**src/rtl/circular_elevator_request_picker_core_defines.svh**
```systemverilog
// Assertion macros shared by the request picker RTL.
// Simulation builds get the checks; synthesis builds get empty bodies.
`ifndef CIRCULAR_ELEVATOR_REQUEST_PICKER_CORE_DEFINES_SVH
`define CIRCULAR_ELEVATOR_REQUEST_PICKER_CORE_DEFINES_SVH

`ifndef SYNTHESIS

// Check a property on every rising clock edge outside reset.
`define CERP_ASSERT(lbl, clk, rst, prop, msg) \
   lbl: assert property (@(posedge clk) disable iff (rst) prop) else $error(msg);

// Check a property on every rising clock edge, reset included.
`define CERP_ASSERT_ALWAYS(lbl, clk, prop, msg) \
   lbl: assert property (@(posedge clk) prop) else $error(msg);

`else

`define CERP_ASSERT(lbl, clk, rst, prop, msg)
`define CERP_ASSERT_ALWAYS(lbl, clk, prop, msg)

`endif

`endif

```
**src/rtl/cerp_ram.sv**
```systemverilog
`default_nettype none

// simple dual-port RAM, one write and one registered read per cycle
module cerp_ram #(
   parameter int WIDTH = 8,
   parameter int DEPTH = 16
) (
   input  wire logic                     clock,
   input  wire logic                     wr_en,
   input  wire logic [$clog2(DEPTH)-1:0] wr_addr,
   input  wire logic [WIDTH-1:0]         wr_data,
   input  wire logic                     rd_en,
   input  wire logic [$clog2(DEPTH)-1:0] rd_addr,
   output logic      [WIDTH-1:0]         rd_data
);

   logic [WIDTH-1:0] mem_ff [DEPTH];
   logic [WIDTH-1:0] rd_data_ff;

   always_ff @(posedge clock) begin
      if (wr_en) begin
         mem_ff[wr_addr] <= wr_data;
      end
      if (rd_en) begin
         rd_data_ff <= mem_ff[rd_addr];
      end
   end

   assign rd_data = rd_data_ff;

endmodule

`default_nettype wire

```
**config.mk**
```make
export PLATFORM = sky130hd
export DESIGN_NAME = cerp_ram
export DESIGN_NICKNAME = d
export VERILOG_FILES = /design/src/rtl/circular_elevator_request_picker_core_defines.svh /design/src/rtl/cerp_ram.sv
export SDC_FILE = /design/constraint.sdc
export NUM_CORES = 1
export LEC_CHECK = 0
export BUFFER_PORTS_ARGS = -buffer_cell sky130_fd_sc_hd__clkbuf_2
export CORE_MARGIN = 2
export CORE_UTILIZATION = 30
export CTS_BUF_LIST = sky130_fd_sc_hd__clkbuf_8
export DETAILED_ROUTE_END_ITERATION = 12
export PLACE_DENSITY = 0.54
export SLEW_MARGIN = 5
export SYNTH_ARGS = -nofsm -noshare
export SYNTH_HDL_FRONTEND = slang
export SYNTH_SLANG_ARGS = --single-unit
```
**constraint.sdc**
```tcl
create_clock -name clock -period 2.66 [get_ports clock]
set_clock_uncertainty 0.05 [all_clocks]
set_input_delay 0.266 -clock clock [delete_from_list [all_inputs] [get_ports clock]]
set_output_delay 0.266 -clock clock [all_outputs]
set_load 0.02 [all_outputs]
```
==> results of run 1 <==
path summary, 6_finish.rpt:
check | from | endpoint | slack (ns) | cells past startpoint
setup / recovery | mem_ff[3][3] | rd_data[3] | 1.0 | 3
hold reg to reg | mem_ff[15][1] | rd_data[1] | 0.71 | 3
setup reg to reg | mem_ff[3][3] | rd_data[3] | 1.0 | 3
hold / removal | rd_en | rd_data[1] | 0.19 | 1
stage by stage:
stage,hold WS (ns),setup WS [ns],instances
floorplan,0.315,0.851,229
global placement,0.640,0.596,490
detailed placement,0.649,0.569,490
CTS,0.175,1.02,522
global route,0.176,0.967,522
finish,0.190,0.996,522
power by group through the flow:
stage | combinational [mW] | clock [mW] | sequential [mW]
floorplan | 0.122 | 0 | 2.48
global placement | 0.238 | 0 | 2.47
detailed placement | 0.242 | 0 | 2.47
CTS | 0.243 | 1.45 | 2.43
global route | 0.258 | 1.54 | 2.43
finish | 0.239 | 1.41 | 2.43
state kept, by name, summed over array words and instances (netlist names):
register  cells
mem_ff      128
rd_data       8
area by class of cell:
class                           count  area share
Sequential cell                   136       0.673
Multi-Input combinational cell     83       0.174
Timing Repair Buffer               46      0.0524
Tap cell                          225      0.0464
Clock buffer                       17      0.0385
Clock inverter                     15      0.0157
layer usage:
| layer | vias up | global-route usage | share of wire |
|---|---|---|---|
| met4 | 0 | 0.0434 | 0.0080 |
| met5 | - | 0 | 0 |
| met1 | 1258 | 0.177 | 0.47 |
| met2 | 70 | 0.182 | 0.45 |
| met3 | 9 | 0.0362 | 0.070 |
| li1 | 1089 | - | - |
logic make-up after synthesis:
family,synth area share
flip-flops,0.781
buffers and inverters,0.0165
AO/OA/AOI/OAI,0.0230
AND/OR/NAND/NOR,0.0314
multiplexers,0.148
placed cells by master, fill, tap and decap left out, drive strengths merged, types with 2 or more instances in the layout:
cell    instances
clkinv         11
inv             2
nand2           9
a22oi          16
nor2           13
mux4           32
buf            20
nor3            4
clkbuf         43
nand2b          2
nand3b          2
edfxtp        136
==> metrics, run 1 <==
Cell Rows=48; period utilization=0.626; Max-slew headroom=0.420; Post-synth EDFFs=about 140; vias per inst=4.65; clk_lat worst skew=0.43 ns; DRC Markers=0; CP endpoint kind=register; gr ovfl total=0; sw frac=0.212; FMAX=approximately 600 MHz; all-layer global routing usage=0.124; initial antenna violation count=0; multi-input logic area=around 1100 um2; routability cong.=0.704; Placement Cell Area=~5700 um2; Die ar.=18,500 um2; Core Region=17,200 um2; CTS Hold Bufs=0; DR WL/cell=20.4 um; fin crit period=1.66 ns; critical-path cell list=mux4_1 -> a22oi_1 -> nand2_1; Post-synth ARST share=0; setup TNS=0 ns; final hold viol count=0; CTS Root Cell=clkbuf_8; Setup Fix Bufs, Post-CTS=0; cell area power density=roughly 670 nW/um2; H-tree Lvls=4; post-CTS sizing=0; area leader, netlist=edfxtp_1; status=finished, final reports clean; Critical Path Source Type=register; Starting DRT DRC Count=164; Clock Power Share=0.346; Worst path slowest cell=mux4_1; CP Max Fanout=1; final core utilization=0.353; Layout Area Growth over Synthesis=16.1%; most frequent cell after synthesis=edfxtp_1; Internal=between 3 and 4 mW; Min-Delay Path Class=input pin to register; Die Height=136 um; Mean Syn Cell Area=22.8 um2; Reg area=approximately 4100 um2; Pwr Total=4.08 mW; Mapped Nets=~250; Antenna Violating Nets Remaining=0; top cells by count, synth=edfxtp_1, mux4_2, a22oi_1; CP peak stage delay=a little under 0.5 ns; initial core utilization=0.304; Required @ worst endpoint=2.78 ns; max-slew violations=0; Syn Inst Count=229; Sink Count=about 140; post-synth cell types=18; Max Cap Viol=0; first-pass GRT wire length=between 15,000 and 20,000 um; worst slew pin tran=0.866 ns; peak supply drop=~0.32 mV; crit path kind=register to register; combinational group share of total power=0.059; crit path DAT=1.78 ns; delay-heaviest family, CP=multiplexers; Via Count=2,426; largest net degree at the start of global routing=23; unrepaired setup endpoints after global routing=no; CTS tree=built; antenna diode count=0; Net Switching=866 uW; clk slew on worst S/H paths=0.07 ns; Yosys warning count=0; drt total wl=10,600 um; fill cell count=1,642; leakage power=2.01 nW; synth top area cells=edfxtp_1, mux4_2, mux4_1; post-synthesis register bit count=136; fin area=6070 um2; top cell type's share of synthesized area=0.781; vias in the first global route=2,601; Die Span X=136 um; drt first pass iters=4; Post-DP HPWL=7100 um; Final Setup Violations=0; CP bufs+invs=0; Clock Path Buffers=2; Most used DFF post-synth=edfxtp_1; Seq pwr share=0.595; IO Port Bufs=26; layout cells sized above 1=0.296; CTS Buf Count=17; Cell Area, Synth=5230 um2; net count reported at finish=303; # IOs=27; Seq/Total Area, Yosys=0.781
Power figures use the tool's default switching activity.
==> inputs of run 2 (changes only) <==
- clock period: 2.66 -> 1.6 ns (I/O delays scaled with it)
==> metrics, run 2 (same netlist as run 1, synthesis figures left out) <==
Required @ worst endpoint=1.72 ns; CP endpoint kind=register; Critical Path Source Type=register; Reg2Reg Launch Point=mem_ff[14][7]; Sink Count=between 100 and 150; reg2reg setup slack=0.06 ns; most common cell after layout, fill and taps aside=edfxtp_1; highest-count cells in the layout ignoring fill and taps=edfxtp_1, clkbuf_2, buf_4; CTS tree=built; Reg area=4080 um2; CTS Root Cell=clkbuf_8; initial antenna violation count=0; Clock Path Buffers=2; Post-DP HPWL=approximately 6900 um; worst hold slack=0.117 ns; Setup Fix Bufs, Post-CTS=0; clk slew on worst S/H paths=around 0.07 ns; fill cell count=1,647; clk_lat worst skew=0.42 ns; drt total wl=around 11,000 um; FMAX=651 MHz; hold depth=1; final core utilization=0.353; max-slew violations=0; peak supply drop=0.520 mV; CTS Buf Count=17; Max-slew headroom=0.551; Starting DRT DRC Count=204; first-pass GRT wire length=16,100 um; routability cong.=roughly 0.75; fin area=a little over 6000 um2; worst slew pin tran=approximately 0.67 ns; net count reported at finish=just over 300; crit path kind=register to register; delay-heaviest family, CP=multiplexers; final hold viol count=0; Core Region=17,200 um2; IO Port Bufs=26; cell area power density=1110 nW/um2; H-tree Lvls=4; post-CTS sizing=0; status=finished, final reports clean; vias in the first global route=2,554; Die Height=around 140 um; # IOs=27; Die ar.=18,500 um2; Cell Rows=48; layout cells sized above 1=0.300; CP Max Fanout=1; DRC Markers=0; Layout Area Growth over Synthesis=16.0%; initial core utilization=0.304; Final Setup Violations=0; R2R Path End=rd_data[7]; endpoint of the worst hold path=rd_data[5]; fin crit period=about 1.5 ns; Die Span X=136 um; largest net degree at the start of global routing=25; CTS Hold Bufs=0; Reg2Reg Depth=3; Max Cap Viol=0; unrepaired setup endpoints after global routing=no; Worst path slowest cell=mux4_2; drt first pass iters=4; CP bufs+invs=0; DR WL/cell=20.4 um; hold path start=rd_en; vias per inst=4.68; gr ovfl total=0; leakage power=2.02 nW; all-layer global routing usage=0.125; multi-input logic area=around 1100 um2; crit path DAT=1.65 ns; critical-path cell list=mux4_2 -> a22oi_1 -> nand2_1; antenna diode count=0; period utilization=0.960; Antenna Violating Nets Remaining=0; Via Count=~2.4k; Min-Delay Path Class=input pin to register; max reg flops=128; Largest Register=mem_ff; CP peak stage delay=about 0.50 ns; Pwr Total=6.73 mW; Placement Cell Area=5750 um2
run 2: cell types whose count changed in the layout (fill, tap and decap cells not counted), sizes merged:
cell / before / now
buf: 20 / 22
clkinv: 11 / 6
clkinvlp: 1 / 0
inv: 2 / 6
run 2: worst reg2reg max path, stage by stage (launching register included):
cell and delay (ns):
edfxtp_1 0.37, mux4_2 0.50, a22oi_1 0.28, nand2_1 0.08
run 2: worst max path at each step:
stage                  to  cells after the start  slack (ns)          start
4_1_cts        rd_data[5]                      3        0.05   mem_ff[1][5]
5_1_grt        rd_data[4]                      3        0.01   mem_ff[9][4]
3_3_place_gp   rd_data[5]                      5       -0.23     rd_addr[0]
6_report       rd_data[7]                      3        0.06  mem_ff[14][7]
2_1_floorplan  rd_data[1]                      5        0.11     rd_addr[0]
3_5_place_dp   rd_data[5]                      5       -0.21     rd_addr[0]
run 2: area by class of cell:
| class | instances | share of cell area |
|---|---|---|
| Sequential cell | 136 | 0.673 |
| Tap cell | 225 | 0.0464 |
| Clock inverter | 13 | 0.0128 |
| Clock buffer | 17 | 0.0386 |
| Timing Repair Buffer | 48 | 0.0528 |
| Multi-Input combinational cell | 83 | 0.176 |
run 2: where the power goes:
| group | total (mW) | internal (mW) | switching, mW |
|---|---|---|---|
| Clock | 2.29 | 1.14 | 1.14 |
| Sequential | 4.03 | 4.01 | 0.0208 |
| Combinational | 0.408 | 0.162 | 0.245 |
| Total | 6.73 | 5.32 | 1.41 |
run 2: per-stage QoR:
stage / std cells / TNS (ns) / worst slack (ns)
final: 522 / 0 / 0.0647
after global routing: 522 / 0 / 0.0117
after CTS: 522 / 0 / 0.0534
after detailed placement: 492 / -1.14 / -0.214
after global placement: 492 / -1.29 / -0.227
after floorplan: 229 / 0 / 0.108
run 2: routing by layer:
metal  up-vias  global-route usage  routed length, um
met2        67               0.183               4860
li1       1090                   -                  -
met3        13              0.0403                641
met5         -                   0                  0
met4         0              0.0451                125
met1      1274               0.174               5040
==> inputs of run 3 (changes only) <==
- CAP_MARGIN: not set -> 0
- CORE_UTILIZATION: 30 -> 63
- PLACE_DENSITY: 0.54 -> 0.91
==> metrics, run 3 (same netlist as run 1, synthesis figures left out) <==
status=finished, final reports clean; CTS Buf Count=17; Cell Rows=33; Max Cap Viol=0; final hold viol count=0; Required @ worst endpoint=1.72 ns; Worst Setup SP=mem_ff[15][7]; crit path DAT=between 1.5 and 2 ns; layout cells sized above 1=0.337; Layout Area Growth over Synthesis=16.2%; net count reported at finish=310; drt total wl=10,400 um; Antenna Violating Nets Remaining=0; Min-Delay Path Class=input pin to register; CTS Root Cell=clkbuf_8; IO Port Bufs=26; Die ar.=9040 um2; gr ovfl total=0; max reg flops=128; CP Max Fanout=1; fin area=6070 um2; post-CTS sizing=0; Max-slew headroom=0.714; FMAX=approximately 640 MHz; all-layer global routing usage=0.257; hold path start=wr_data[5]; H-tree Lvls=4; fill cell count=420; Worst path slowest cell=mux4_2; leakage power=2.07 nW; worst slew pin tran=approximately 0.43 ns; most common cell after layout, fill and taps aside=edfxtp_1; setup TNS=0 ns; vias in the first global route=2,605; CP peak stage delay=around 0.5 ns; Clock Path Buffers=2; antenna diode count=0; largest net degree at the start of global routing=17; Starting DRT DRC Count=212; CP bufs+invs=0; Placement Cell Area=about 5700 um2; drt first pass iters=5; hold depth=1; clk slew on worst S/H paths=0.08 ns; delay-heaviest family, CP=multiplexers; initial antenna violation count=0; DR WL/cell=25.4 um; Die Height=95.1 um; clk_lat worst skew=around 0.43 ns; critical-path cell list=mux4_2 -> a22oi_1 -> nand2_1; CTS tree=built; first-pass GRT wire length=~15,000 um; Critical Path Source Type=register; endpoint of the worst hold path=mem_ff[12][5]; Post-DP HPWL=between 6000 and 7000 um; CTS Hold Bufs=0; Die Span X=between 90 and 100 um; Setup Fix Bufs, Post-CTS=0; Final Setup Violations=0; routability cong.=0.747; peak supply drop=approximately 0.69 mV; # IOs=27; DRC Markers=0; fin crit period=approximately 1.6 ns; Sink Count=about 140; Reg2Reg Depth=3; Reg2Reg Launch Point=mem_ff[15][7]; crit path kind=register to register; initial core utilization=0.643; Via Count=around 2.6k; post-route worst setup slack=0.0295 ns; vias per inst=6.35; unrepaired setup endpoints after global routing=no; pre-CTS WS=-0.181 ns; Core Region=8130 um2; cell area power density=1190 nW/um2; reg2reg setup slack=0.03 ns; highest-count cells in the layout ignoring fill and taps=edfxtp_1, clkbuf_2, buf_4; R2R Path End=rd_data[7]; max-slew violations=0; CP endpoint kind=register; period utilization=0.982; Largest Register=mem_ff
-- run 3: changes by cell type in the layout (fill, tap and decap cells not counted), sizes merged --
cell / previous run / this run
buf: 22 / 27
inv: 6 / 1
clkinvlp: 0 / 3
bufinv: 1 / 3
clkinv: 6 / 7
-- run 3: worst reg2reg max path, stage by stage (launching register included) --
cell,delay (ns)
edfxtp_1,0.42
mux4_2,0.50
a22oi_1,0.25
nand2_1,0.10
-- run 3: how the worst max path moves through the flow --
stage	cells past startpoint	endpoint	slack (ns)
2_1_floorplan	5	rd_data[1]	0.11
3_3_place_gp	6	rd_data[7]	-0.17
3_5_place_dp	6	rd_data[7]	-0.18
4_1_cts	3	rd_data[3]	0.03
5_1_grt	3	rd_data[1]	0.003
6_report	3	rd_data[7]	0.03
-- run 3: final cells by class --
type	count	area [um2]	area share
Multi-Input combinational cell	83	1070	0.176
Sequential cell	136	4080	0.673
Timing Repair Buffer	53	395	0.0651
Clock buffer	17	234	0.0385
Clock inverter	14	160	0.0264
Tap cell	105	131	0.0216
-- run 3: power by group --
part | switching [mW] | leakage (nW) | internal (mW)
Sequential | 0.0266 | 1.24 | 4.01
Clock | 1.24 | 0.194 | 1.51
Combinational | 0.234 | 0.642 | 0.179
-- run 3: per-stage QoR --
| stage | std cells | util | power [mW] | hold slack [ns] |
|---|---|---|---|---|
| 6_report | 408 | 0.747 | 7.20 | 0.0954 |
| 5_1_grt | 408 | 0.747 | 7.42 | 0.0756 |
| 4_1_cts | 408 | 0.746 | 7.23 | 0.0790 |
| 3_5_place_dp | 377 | 0.697 | 4.52 | 0.530 |
| 3_3_place_gp | 377 | 0.697 | 4.50 | 0.506 |
| 2_1_floorplan | 229 | - | 4.33 | 0.209 |
-- run 3: layer usage --
metal  track usage  part of all wire  vias to the layer above
met5             0                 0                        -
met2         0.420              0.53                      133
met3        0.0767             0.082                       25
met1         0.327              0.36                     1331
met4         0.109             0.027                        0
li1              -                 -                     1101
